$ cat config.mk
export PLATFORM = sky130hd
export DESIGN_NAME = ordered_sequence_table
export DESIGN_NICKNAME = d
export VERILOG_FILES = /design/src/hdl/ost_pkg.sv /design/src/hdl/ost_mem.sv /design/src/hdl/ost_cmp.sv /design/src/hdl/ordered_sequence_table.sv
export SDC_FILE = /design/constraint.sdc
export NUM_CORES = 2
export LEC_CHECK = 0
export BUFFER_PORTS_ARGS = -buffer_cell sky130_fd_sc_hd__buf_4
export CAP_MARGIN = 0
export CELL_PAD_IN_SITES_DETAIL_PLACEMENT = 0
export CELL_PAD_IN_SITES_GLOBAL_PLACEMENT = 1
export CORE_MARGIN = 1
export CORE_UTILIZATION = 40
export CTS_CLUSTER_SIZE = 20
export DETAILED_ROUTE_END_ITERATION = 16
export GPL_TIMING_DRIVEN = 0
export PLACE_DENSITY_LB_ADDON = 0.15
export REMOVE_ABC_BUFFERS = 1
export SLEW_MARGIN = 10
export SYNTH_ARGS = -nofsm -noshare
export SYNTH_HDL_FRONTEND = slang
export SYNTH_SLANG_ARGS = --single-unit
$ cat constraint.sdc
create_clock -name clk -period 14.8 [get_ports clk]
set_input_delay 2.96 -clock clk [delete_from_list [all_inputs] [get_ports clk]]
set_output_delay 2.96 -clock clk [all_outputs]
set_load 0.05 [all_outputs]
$ cat src/hdl/ost_pkg.sv
// Shared types, codes and field widths for the ordered sequence table.
`timescale 1ns / 1ps
`default_nettype none

package ost_pkg;

	// Default sizes of the store.
	localparam int CAPACITY_DEF    = 64;
	localparam int VALUE_WIDTH_DEF = 32;

	// Fixed widths of the request and response fields.
	localparam int OP_W      = 3;
	localparam int POS_W     = 7;
	localparam int DATA_W    = 32;
	localparam int STATUS_W  = 2;
	localparam int RPOS_W    = 6;
	localparam int CNT_OUT_W = 7;

	typedef enum logic [OP_W-1:0] {
		OP_INSERT_AT     = 3'd0,
		OP_INSERT_SORTED = 3'd1,
		OP_ERASE         = 3'd2,
		OP_REMOVE_ALL    = 3'd3,
		OP_READ          = 3'd4,
		OP_WRITE         = 3'd5,
		OP_FIND          = 3'd6
	} op_t;

	typedef enum logic [STATUS_W-1:0] {
		ST_OK        = 2'd0,
		ST_BAD_POS   = 2'd1,
		ST_FULL      = 2'd2,
		ST_NOT_FOUND = 2'd3
	} status_t;

	typedef enum logic [2:0] {
		S_IDLE,
		S_CHECK,
		S_SCAN,
		S_SHIFT_UP,
		S_SHIFT_DOWN,
		S_PUT,
		S_RDWAIT,
		S_FINISH
	} state_t;

	// Flags from the shared compare unit.
	typedef struct packed {
		logic eq;
		logic le;
	} cmp_flags_t;

endpackage

`default_nettype wire

$ cat src/hdl/ost_mem.sv
// Entry store: one write port and one registered read port.
`timescale 1ns / 1ps
`default_nettype none

module ost_mem #(
	parameter int DEPTH = ost_pkg::CAPACITY_DEF,
	parameter int WIDTH = ost_pkg::VALUE_WIDTH_DEF,
	parameter int AW    = 6
) (
	input  wire logic             clk,
	input  wire logic             we,
	input  wire logic [AW-1:0]    waddr,
	input  wire logic [WIDTH-1:0] wdata,
	input  wire logic [AW-1:0]    raddr,
	output logic      [WIDTH-1:0] rdata
);
	import ost_pkg::*;

	logic [WIDTH-1:0] store_q [DEPTH];
	logic [WIDTH-1:0] rdata_q;

	always_ff @(posedge clk) begin
		if (we) begin
			store_q[waddr] <= wdata;
		end
		rdata_q <= store_q[raddr];
	end

	assign rdata = rdata_q;

endmodule

`default_nettype wire

$ cat src/hdl/ost_cmp.sv
// Shared compare unit: equality and signed less-or-equal of two values.
`timescale 1ns / 1ps
`default_nettype none

module ost_cmp #(
	parameter int WIDTH = ost_pkg::VALUE_WIDTH_DEF
) (
	input  wire logic [WIDTH-1:0] a,
	input  wire logic [WIDTH-1:0] b,
	output ost_pkg::cmp_flags_t   flags
);
	import ost_pkg::*;

	// Packed in field order: eq, then le.
	assign flags = {(a == b), ($signed(a) <= $signed(b))};

endmodule

`default_nettype wire

$ cat src/hdl/ordered_sequence_table.sv
// Top level of the ordered sequence table: sequencer, store and result register.
// Read, write and rejected requests need no walk over the store; insert, erase, remove
// and find walk every entry that is scanned or moved before their response word is formed.
// One request is worked at a time; the pace is set by the single read port of the store,
// which walks one entry per cycle. A new request is taken while a response still waits.
// Reset clears the entry count, the sequencer and the response valid; the store itself is
// not cleared, since entries at or beyond the count are never used.
`timescale 1ns / 1ps
`default_nettype none

module ordered_sequence_table #(
	parameter int CAPACITY    = ost_pkg::CAPACITY_DEF,
	parameter int VALUE_WIDTH = ost_pkg::VALUE_WIDTH_DEF
) (
	input  wire logic                                 clk,
	input  wire logic                                 arst_n,
	// Request channel.
	input  wire logic                                 req_valid,
	output logic                                      req_stall,
	input  wire logic [ost_pkg::OP_W-1:0]             operation,
	input  wire logic [ost_pkg::POS_W-1:0]            position,
	input  wire logic signed [ost_pkg::DATA_W-1:0]    item_value,
	// Response channel.
	output logic                                      rsp_valid,
	input  wire logic                                 rsp_stall,
	output logic [ost_pkg::STATUS_W-1:0]              status,
	output logic [ost_pkg::RPOS_W-1:0]                result_position,
	output logic signed [ost_pkg::DATA_W-1:0]         read_value,
	output logic [ost_pkg::CNT_OUT_W-1:0]             removed_count,
	output logic [ost_pkg::CNT_OUT_W-1:0]             length
);
	import ost_pkg::*;

	// Address width of the store, width of a count that can hold CAPACITY itself,
	// and widths used to compare or resize against the fixed port fields.
	localparam int AW = (CAPACITY > 1) ? $clog2(CAPACITY) : 1;
	localparam int CW = $clog2(CAPACITY + 1);
	localparam int XW = ((CW > POS_W) ? CW : POS_W) + 1;
	localparam int RW = (AW > RPOS_W) ? AW : RPOS_W;
	localparam int LW = (CW > CNT_OUT_W) ? CW : CNT_OUT_W;
	localparam logic [CW-1:0] CAP_C = CW'(CAPACITY);

	// Sequencer state and the request being worked.
	state_t                 state_q, state_d;
	op_t                    op_q;
	logic [POS_W-1:0]       pos_q;
	logic [VALUE_WIDTH-1:0] val_q;
	logic [CW-1:0]          count_q;

	// Walk over the store: read index, last index to read, and the word in flight
	// from the registered read port together with its index.
	logic [AW-1:0]          rd_idx_q, last_q, pend_idx_q, ins_pos_q;
	logic                   rd_on_q, pend_q;
	logic [CW-1:0]          j_q;

	// Result of the request being worked.
	status_t                st_q;
	logic [AW-1:0]          rpos_q;
	logic [VALUE_WIDTH-1:0] rval_q;
	logic [CW-1:0]          rem_q;

	// Response register, which frees the sequencer for the next request.
	logic                   rsp_valid_q;
	status_t                status_o_q;
	logic [RPOS_W-1:0]      rpos_o_q;
	logic [DATA_W-1:0]      rval_o_q;
	logic [CNT_OUT_W-1:0]   rem_o_q;
	logic [CNT_OUT_W-1:0]   len_o_q;

	// Store and compare unit connections.
	logic                   mem_we;
	logic [AW-1:0]          mem_waddr, mem_raddr;
	logic [VALUE_WIDTH-1:0] mem_wdata, mem_rdata;
	cmp_flags_t             flags;

	// Derived request checks.
	logic signed [63:0]     iv_wide;
	logic [63:0]            rv_wide;
	logic [RW-1:0]          rp_wide;
	logic [LW-1:0]          rem_wide, len_wide;
	logic [XW-1:0]          pos_x, cnt_x;
	logic [AW-1:0]          pos_a, cnt_a, cnt_m1_a, idx_step;
	logic                   bad_ins, bad_acc, full, pos_eq_cnt, pos_last;
	logic                   scan_hit, scan_stop, run_done, out_free, walking;
	status_t                chk_status;

	// The request value is sign-extended and then held at the store width.
	assign iv_wide = 64'(item_value);
	assign rv_wide = 64'(rval_q);
	assign rp_wide = RW'(rpos_q);
	assign rem_wide = LW'(rem_q);
	assign len_wide = LW'(count_q);

	assign pos_x = XW'(pos_q);
	assign cnt_x = XW'(count_q);
	assign pos_a = AW'(pos_q);
	assign cnt_a = AW'(count_q);
	assign cnt_m1_a = AW'(count_q - 1'b1);

	// A positional insert may land just past the last entry; every other access
	// must hit an existing entry.
	assign bad_ins = (pos_x > cnt_x);
	assign bad_acc = (pos_x >= cnt_x);
	assign full = (count_q == CAP_C);
	assign pos_eq_cnt = (pos_x == cnt_x);
	assign pos_last = ((pos_x + 1'b1) == cnt_x);

	// The shift that opens a gap for an insert walks the store downward; scans and the erase shift walk upward.
	assign idx_step = (state_q == S_SHIFT_UP) ? AW'(rd_idx_q - 1'b1) : AW'(rd_idx_q + 1'b1);
	assign walking = (state_q == S_SCAN) || (state_q == S_SHIFT_UP) ||
		(state_q == S_SHIFT_DOWN);

	// A sorted insert stops at the first entry not below the value; a find stops
	// at the first equal entry.
	assign scan_hit = pend_q && (((op_q == OP_INSERT_SORTED) && flags.le) ||
		((op_q == OP_FIND) && flags.eq));
	assign scan_stop = (state_q == S_SCAN) && scan_hit;
	assign run_done = !rd_on_q && !pend_q;
	assign out_free = !rsp_valid_q || !rsp_stall;

	// Status of a request as decided by the checks on entry; insert_at checks the
	// position before the fill level.
	always_comb begin
		chk_status = ST_OK;
		case (op_q)
			OP_INSERT_AT: begin
				if (bad_ins) begin
					chk_status = ST_BAD_POS;
				end else if (full) begin
					chk_status = ST_FULL;
				end
			end
			OP_INSERT_SORTED: begin
				if (full) begin
					chk_status = ST_FULL;
				end
			end
			OP_ERASE, OP_READ, OP_WRITE: begin
				if (bad_acc) begin
					chk_status = ST_BAD_POS;
				end
			end
			default: begin
			end
		endcase
	end

	ost_mem #(
		.DEPTH (CAPACITY),
		.WIDTH (VALUE_WIDTH),
		.AW    (AW)
	) u_mem (
		.clk   (clk),
		.we    (mem_we),
		.waddr (mem_waddr),
		.wdata (mem_wdata),
		.raddr (mem_raddr),
		.rdata (mem_rdata)
	);

	ost_cmp #(
		.WIDTH (VALUE_WIDTH)
	) u_cmp (
		.a     (val_q),
		.b     (mem_rdata),
		.flags (flags)
	);

	// Next state.
	always_comb begin
		state_d = state_q;
		case (state_q)
			S_IDLE: begin
				if (req_valid) begin
					state_d = S_CHECK;
				end
			end
			S_CHECK: begin
				case (op_q)
					OP_INSERT_AT: begin
						if (bad_ins || full) begin
							state_d = S_FINISH;
						end else if (pos_eq_cnt) begin
							state_d = S_PUT;
						end else begin
							state_d = S_SHIFT_UP;
						end
					end
					OP_INSERT_SORTED: state_d = full ? S_FINISH : S_SCAN;
					OP_ERASE:         state_d = bad_acc ? S_FINISH : S_SHIFT_DOWN;
					OP_REMOVE_ALL:    state_d = S_SCAN;
					OP_FIND:          state_d = S_SCAN;
					OP_READ:          state_d = bad_acc ? S_FINISH : S_RDWAIT;
					default:          state_d = S_FINISH;
				endcase
			end
			S_SCAN: begin
				if (scan_hit) begin
					state_d = (op_q == OP_INSERT_SORTED) ? S_SHIFT_UP : S_FINISH;
				end else if (run_done) begin
					state_d = (op_q == OP_INSERT_SORTED) ? S_PUT : S_FINISH;
				end
			end
			S_SHIFT_UP: begin
				if (run_done) begin
					state_d = S_PUT;
				end
			end
			S_SHIFT_DOWN: begin
				if (run_done) begin
					state_d = S_FINISH;
				end
			end
			S_PUT:    state_d = S_FINISH;
			S_RDWAIT: state_d = S_FINISH;
			S_FINISH: begin
				if (out_free) begin
					state_d = S_IDLE;
				end
			end
			default: state_d = S_IDLE;
		endcase
	end

	// Store port control. The word read in one cycle is written back one place
	// up or down, or compacted, in the next.
	always_comb begin
		mem_we    = 1'b0;
		mem_waddr = rd_idx_q;
		mem_wdata = val_q;
		mem_raddr = rd_idx_q;
		case (state_q)
			S_CHECK: begin
				mem_raddr = pos_a;
				if ((op_q == OP_WRITE) && !bad_acc) begin
					mem_we    = 1'b1;
					mem_waddr = pos_a;
				end
			end
			S_SCAN: begin
				if ((op_q == OP_REMOVE_ALL) && pend_q && !flags.eq) begin
					mem_we    = 1'b1;
					mem_waddr = AW'(j_q);
					mem_wdata = mem_rdata;
				end
			end
			S_SHIFT_UP: begin
				if (pend_q) begin
					mem_we    = 1'b1;
					mem_waddr = AW'(pend_idx_q + 1'b1);
					mem_wdata = mem_rdata;
				end
			end
			S_SHIFT_DOWN: begin
				if (pend_q) begin
					mem_we    = 1'b1;
					mem_waddr = AW'(pend_idx_q - 1'b1);
					mem_wdata = mem_rdata;
				end
			end
			S_PUT: begin
				mem_we    = 1'b1;
				mem_waddr = ins_pos_q;
			end
			default: begin
			end
		endcase
	end

	assign req_stall = (state_q != S_IDLE);

	always_ff @(posedge clk or negedge arst_n) begin
		if (!arst_n) begin
			state_q     <= S_IDLE;
			count_q     <= '0;
			rd_on_q     <= 1'b0;
			pend_q      <= 1'b0;
			rsp_valid_q <= 1'b0;
		end else begin
			state_q <= state_d;

			// A finished request fills the response register; otherwise a taken
			// response word empties it.
			if ((state_q == S_FINISH) && out_free) begin
				rsp_valid_q <= 1'b1;
			end else if (!rsp_stall) begin
				rsp_valid_q <= 1'b0;
			end

			// One step of the walk: issue the next read and mark the word in flight.
			// A hit in the scan of a sorted insert sets up its own next walk below; a hit in a find ends the walk.
			if (walking && !scan_stop) begin
				pend_q     <= rd_on_q;
				pend_idx_q <= rd_idx_q;
				if (rd_on_q) begin
					rd_idx_q <= idx_step;
					if (rd_idx_q == last_q) begin
						rd_on_q <= 1'b0;
					end
				end
			end

			case (state_q)
				S_IDLE: begin
					if (req_valid) begin
						op_q  <= op_t'(operation);
						pos_q <= position;
						val_q <= iv_wide[VALUE_WIDTH-1:0];
					end
				end
				S_CHECK: begin
					st_q      <= chk_status;
					rpos_q    <= '0;
					rval_q    <= '0;
					rem_q     <= '0;
					j_q       <= '0;
					pend_q    <= 1'b0;
					ins_pos_q <= pos_a;
					case (op_q)
						OP_INSERT_AT: begin
							rd_idx_q <= cnt_m1_a;
							last_q   <= pos_a;
							rd_on_q  <= !bad_ins && !full && !pos_eq_cnt;
						end
						OP_INSERT_SORTED: begin
							rd_idx_q <= '0;
							last_q   <= cnt_m1_a;
							rd_on_q  <= !full && (count_q != '0);
						end
						OP_REMOVE_ALL, OP_FIND: begin
							rd_idx_q <= '0;
							last_q   <= cnt_m1_a;
							rd_on_q  <= (count_q != '0);
						end
						OP_ERASE: begin
							rd_idx_q <= AW'(pos_a + 1'b1);
							last_q   <= cnt_m1_a;
							rd_on_q  <= !bad_acc && !pos_last;
						end
						default: begin
							rd_idx_q <= '0;
							last_q   <= cnt_m1_a;
							rd_on_q  <= 1'b0;
						end
					endcase
				end
				S_SCAN: begin
					// Remove keeps a write index that lags the read index by the
					// number of matches seen so far.
					if (pend_q && (op_q == OP_REMOVE_ALL)) begin
						if (flags.eq) begin
							rem_q <= CW'(rem_q + 1'b1);
						end else begin
							j_q <= CW'(j_q + 1'b1);
						end
					end
					if (scan_hit) begin
						if (op_q == OP_INSERT_SORTED) begin
							// Turn around and open a gap at the hit position.
							ins_pos_q <= pend_idx_q;
							rd_idx_q  <= cnt_m1_a;
							last_q    <= pend_idx_q;
							rd_on_q   <= 1'b1;
							pend_q    <= 1'b0;
						end else begin
							rpos_q <= pend_idx_q;
						end
					end else if (run_done) begin
						case (op_q)
							OP_INSERT_SORTED: ins_pos_q <= cnt_a;
							OP_REMOVE_ALL:    count_q   <= j_q;
							OP_FIND:          st_q      <= ST_NOT_FOUND;
							default: begin
							end
						endcase
					end
				end
				S_SHIFT_DOWN: begin
					if (run_done) begin
						count_q <= CW'(count_q - 1'b1);
					end
				end
				S_PUT: begin
					count_q <= CW'(count_q + 1'b1);
					rpos_q  <= ins_pos_q;
				end
				S_RDWAIT: begin
					rval_q <= mem_rdata;
				end
				S_FINISH: begin
					if (out_free) begin
						status_o_q  <= st_q;
						rpos_o_q    <= rp_wide[RPOS_W-1:0];
						rval_o_q    <= rv_wide[DATA_W-1:0];
						rem_o_q     <= rem_wide[CNT_OUT_W-1:0];
						len_o_q     <= len_wide[CNT_OUT_W-1:0];
					end
				end
				default: begin
				end
			endcase
		end
	end

	assign rsp_valid       = rsp_valid_q;
	assign status          = status_o_q;
	assign result_position = rpos_o_q;
	assign read_value      = rval_o_q;
	assign removed_count   = rem_o_q;
	assign length          = len_o_q;

	// Placing a value always grows the sequence by exactly one entry.
	a_put_grows: assert property (@(posedge clk) disable iff (!arst_n)
		(state_q == S_PUT) |=> (count_q == CW'($past(count_q) + 1'b1)))
		else $error("entry count did not grow after placing a value");

	// An erase shrinks the sequence by exactly one entry when its shift ends.
	a_erase_shrinks: assert property (@(posedge clk) disable iff (!arst_n)
		(state_q == S_SHIFT_DOWN && run_done) |=> (count_q == CW'($past(count_q) - 1'b1)))
		else $error("entry count did not shrink after an erase");

	// The store is never written beyond the slot just past the last entry.
	a_write_in_range: assert property (@(posedge clk) disable iff (!arst_n)
		mem_we |-> (XW'(mem_waddr) <= cnt_x))
		else $error("store written beyond the end of the sequence");

	// A finished request reaches the response register and frees the sequencer.
	a_finish_handoff: assert property (@(posedge clk) disable iff (!arst_n)
		(state_q == S_FINISH && out_free) |=> (rsp_valid_q && state_q == S_IDLE))
		else $error("finished request did not reach the response register");

endmodule

`default_nettype wire
Word-level counts from Yosys, hierarchy flattened --
Memory sizes are Yosys's and may differ from the RTL's. A register that Yosys moved wholly into a read port is not among the register bits. Index checks and enable logic that the tools add are counted.
Operators by class: add/sub/neg operators 10, magnitude comparators 3, equality and inequality tests 34, multiplexer cells 81, reductions and logical operators 54
Operators by type and width (number):
- one-hot mux 32 bit (2 select lines) | 2
- 2-to-1 mux 6 bit | 18
- 2-to-1 mux 32 bit | 2
- 2-to-1 mux 7 bit | 8
- one-hot mux 6 bit (2 select lines) | 4
- == test 32 bit | 1
- less-or-equal comparator 32 bit | 1
- 2-to-1 mux 3 bit | 10
- one-hot mux 6 bit (5 select lines) | 1
- one-hot mux 7 bit (2 select lines) | 2
- adder 7 x 1 -> 7 bit (second input constant) | 3
- == test 3 bit (second input constant) | 7
- one-hot mux 3 bit (7 select lines) | 1
- one-hot mux 7 bit (3 select lines) | 1
- != test 2 bit (second input constant) | 10
- AND reduction 4 bit | 5
- adder 6 x 1 -> 6 bit (second input constant) | 3
- one-hot mux 6 bit (3 select lines) | 1
- 2-to-1 mux 1 bit | 17
- one-hot mux 3 bit (5 select lines) | 1
- AND reduction 5 bit | 3
- logical AND 1 bit | 14
- 2-to-1 mux 2 bit | 7
- == test 3 x 2 -> 1 bit (second input constant) | 4
- other kinds (26) | 56
Word-level totals: flip-flop bits (word level) 187, bits in writable memories 2048, input port bits 46, output and inout bits 56, logic and storage cells 205, memories kept 1
Memories:
- u_mem.store_q | depth 64, width 32, rd ports 1, clocked after Yosys merged registers in 1, wr ports 1, RTL line ost_mem.sv:19 | logic [WIDTH-1:0] store_q [DEPTH];

Longest topological paths before layout --
word-level depth 11, gate-level depth with buffers 13

Hierarchy --
From an unflattened synthesis, not the netlist that was laid out.
Second synthesis, totals: cell total of the unflattened synthesis 4205, area, all modules 88730.1 µm²
Modules (own cells, without submodules):
- ost_mem | times used 1, cells each 3328, area each 78524.1 µm², seq. area each 62139.6 µm²
- ordered_sequence_table | times used 1, cells each 763, area each 9394.0 µm², seq. area each 5550.3 µm²
- ost_cmp | times used 1, cells each 114, area each 812.0 µm², seq. area each 0.0 µm²

Worst setup path after synthesis --
No wires, ideal clock.
kind input to register, start point in arst_n, end point reg op_q[0] (enable), setup time 0.442 ns, arrival time 5.012 ns, required time 14.358 ns, path slack 9.347 ns, stages 3, path through buf_1 -> nand2_1 -> nor2_1
On the way: longest elaborated chain between the ends 1
RTL lines:
- start, declared | RTL line ordered_sequence_table.sv:16 | input wire logic arst_n,
- AND reduction 3 bit (no line)
- end signal, assigned | RTL line ordered_sequence_table.sv:306 | op_q <= op_t'(operation);
- end, declared | RTL line ordered_sequence_table.sv:45 | op_t op_q;
No other way between the ends. A chain may end at the register's enable or synchronous reset.

Worst setup path in the final report --
start point reg val_q[31], end point mem u_mem.store_q[56][20] in the netlist's numbering (enable)
On the way: longest elaborated chain between the ends 7, elaborated cells on any way between the ends 9, classes of those cells eq/ne (1); mux (6); reduce/logical (2)
RTL lines:
- start, declared | RTL line ordered_sequence_table.sv:47 | logic [VALUE_WIDTH-1:0] val_q;
- start signal, assigned | RTL line ordered_sequence_table.sv:308 | val_q <= iv_wide[VALUE_WIDTH-1:0];
- == test 32 bit * | RTL line ost_cmp.sv:15 | assign flags = {(a == b), ($signed(a) <= $signed(b))};
- zero test 1 bit * | RTL line ordered_sequence_table.sv:241 | if ((op_q == OP_REMOVE_ALL) && pend_q && !flags.eq) begin
- logical AND 1 bit * | RTL line ordered_sequence_table.sv:241
- 2-to-1 mux 1 bit | RTL line ordered_sequence_table.sv:241
- one-hot mux 1 bit (4 select lines) | RTL line ordered_sequence_table.sv:232 | case (state_q)
- 2-to-1 mux 1 bit | RTL line ost_mem.sv:23 | if (we) begin
- 2-to-1 mux 1 bit (implied by the code) | RTL line ost_mem.sv:24 | store_q[waddr] <= wdata;
- end, declared | RTL line ost_mem.sv:19
Every way passes the cells marked *; elsewhere a longest branch is shown, timed or not.

==> summary.txt <==
Timing
  • Final hold violation count: 0
  • Final min period: 6960 ps
  • Final max-slew violation count: 0
  • Worst Skew: 50.0 ps
  • Crit share post-route: 47.1%
  • Sum Neg Setup Slack: 0 ps
  • Max transition margin: 14.4%
  • Final WS setup: 7840 ps
  • Final setup viols: 0
  • Slew @ Worst Pin: 1280 ps
  • Max Fclk: 144 MHz
  • RSZ-0062 raised after global routing: false

Setup path
  • Worst Setup Start Kind: flip-flop
  • Slowest CP cell: nor4_1
  • Worst Setup End Kind: flip-flop
  • Biggest cell delay along the critical path: 1010 ps
  • CP Cell Sequence: ha_1, nand4_1, nor4_1, and3_1, nor3_1, a221oi_1, a21boi_1, nand3_1, nor2_4, buf_12
  • Crit path DAT: 7530 ps
  • Max FO, Critical Path: 18
  • Family with the most delay on the worst path: simple AND/OR/NAND/NOR gates
  • WS Path Type: flip-flop to flip-flop
  • Worst path required time: 15,360 ps
  • Buf/Inv on CP: 1

Yosys
  • Yosys top cell area share: 74.6%
  • Synthesis Warnings: 0
  • Yosys top cell by area: edfxtp_1
  • Top post-synthesis cells by area: edfxtp_1 75%, mux4_2 13%, nand2_1 2.3%, o21ai_0 0.78%, dfxtp_1 0.72%
  • Count leader, synth: edfxtp_1
  • Fraction of registers with async set/reset: 0.573%
  • Sequential share of the synthesized area: 75.7%
  • Main synth FF type: edfxtp_1
  • Mapped Area: 0.0894 sq mm
  • Synth cell types: 75
  • Post-synth EDFFs: 2,222
  • Post-Synthesis Cells: 4,654
  • Yosys reg bits: 2,267
  • Commonest cells in the synthesized netlist: 2,222 x edfxtp_1, 546 x nand2_1, 512 x mux4_2, 140 x o21ai_0, 129 x clkbuf_1
  • Average size of a mapped cell: 19.2 sq um

Clock network
  • Clk_lat worst skew: 890 ps
  • Post-CTS Resized: 0
  • CTS clk-pin slew, worst paths: 60 ps
  • Setup repair bufs after CTS: 0
  • Clock buffer depth: 3
  • CTS buffer count: 233
  • Root Buffer: clkbuf_16
  • CTS Sinks: 2,267
  • H-tree levels: 4
  • # hold bufs at CTS: 0
  • CTS tree: built

Global route
  • First-pass GRT wire length: 358 mm
  • Total gr overflow: 0
  • Overall routing resource usage: 22.5%
  • Number of antenna violations at the first check in global routing: 6
  • Pin count of the biggest net entering global routing: 85
  • Vias in the first global route: 47,300

Pwr
  • Maximum resistive drop on vdd: 0.153 mV
  • P per Cell Area: 200 mW/mm^2
  • Leakage power figure: 0.0347 uW
  • Power Total: 21,600 uW

Place
  • I/O Buffers: 101
  • Place WS: 7880 ps
  • Detailed Place HPWL: 170 mm
  • Routability cong.: 0.825
  • Placed insts: 7,746
  • Post-Place Cell Area: 0.100 sq mm

Die
  • I/O pin count: 102
  • Initial Utilization: 40.3%
  • Num rows: 173
  • Die area: 0.225 sq mm
  • Die width: 475 um
  • Core area: 0.222 sq mm
  • Die H: 475 um

Detailed routing
  • Wire length per cell: 30.8 um
  • Starting DRT DRC Count: 4,625
  • Via count: 46,400
  • Drt drc: 0
  • Vias per cell: 5.66
  • WL final: 252 mm
  • Pre-antenna DRT Iters: 5
  • ANT nets after route: 0

Final layout
  • NumNets Final: 5,104
  • Area Growth Syn to Fin: 20.5%
  • Storage element area: 0.0677 sq mm
  • Layout cells sized above 1: 26.1%
  • Fill cells: 18,300
  • Final Instance Area: 0.108 sq mm
  • Final Non-Filler Cells: 8,190
  • Area of the multi-input gates: 0.0212 sq mm

Status
  • Status: finished clean

Worst hold path
  • Hold Path Class: flip-flop to flip-flop

Run
  • Max-Cap Viols: 0
cell families (layout without fill, tap and decap cells):
logic type                 count (synthesis)  after routing  synth area share (%)
muxes                                    533            533                  13.1
DFF                                     2267           2267                  75.7
adders and majority gates                 52             52                 0.736
other                                      0              7                     0
AOI/OAI and AO/OA                        481            481                  3.67
and+or+nand+nor                          963            963                  4.72
xor gates and xnor gates                  37             37                 0.362
buffers and inverters                    321            875                  1.66
routing by layer:
metal  up-vias  share of wire (%)  global-route usage (%)
li1      19600                  -                       -
met1     25000                 43                    31.6
met2      1446                 48                    36.0
met3       316                6.0                    3.64
met4         2                3.1                    7.19
met5         -             0.0052                       0
state kept, by name, summed over array words and instances (netlist names), 3 cells and up:
name             flops
val_q               32
j_q                  7
rval_q              32
last_q               6
u_mem.store_q     2048
removed_count        7
pend_idx_q           6
length               7
op_q                 3
count_q              7
result_position      6
read_value          32
rp_wide              6
u_mem.rdata         32
state_q              3
rem_q                7
rd_idx_q             6
ins_pos_q            6
pos_q                7
where the power goes:
| group | internal [uW] | switching, uW | total (uW) |
|---|---|---|---|
| Sequential | 7860 | 219 | 8080 |
| Clock | 3160 | 2520 | 5680 |
| Combinational | 3180 | 4640 | 7820 |
path summary, 6_finish.rpt:
| check | start | end | slack [ps] | cells after the start |
|---|---|---|---|---|
| max | val_q[31] | u_mem.store_q[56][20] | 7840 | 10 |
| min | rp_wide[0] | result_position[0] | 410 | 0 |
| max reg2reg | val_q[31] | u_mem.store_q[56][20] | 7840 | 10 |
| min reg2reg | rp_wide[0] | result_position[0] | 410 | 0 |
| max in group asynchronous | arst_n | state_q[0] | 12390 | 1 |
| min in group asynchronous | arst_n | rsp_valid | 2030 | 1 |
area by class of cell:
| cell class | count | share of cell area [%] |
|---|---|---|
| Antenna cell | 7 | 0.0163 |
| Timing Repair Buffer | 383 | 6.97 |
| Multi-Input combinational cell | 2066 | 19.7 |
| Clock inverter | 152 | 1.25 |
| Clock buffer | 285 | 5.62 |
| Tap cell | 2975 | 3.45 |
| Sequential cell | 2267 | 62.8 |
| Inverter | 55 | 0.192 |
cells in the final DEF (no fill, tap or decap), types with 70 or more instances in the layout:
cell	synthesis	layout
clkbuf_16	0	233
and2_1	72	72
buf_4	28	102
nand3_1	104	104
clkinv_1	1	70
mux4_2	512	512
edfxtp_1	2222	2222
nand2_1	546	543
buf_16	0	159
a31oi_1	70	70
o21ai_0	140	109
buf_12	0	107
metrics by stage:
stage          util [%]  hold WS, ps
2_1_floorplan         -          400
3_3_place_gp       41.7          404
3_5_place_dp       45.2          405
4_1_cts            48.5          415
5_1_grt            48.5          425
6_report           48.5          412
Note: power is estimated with default switching activity, not from simulation.
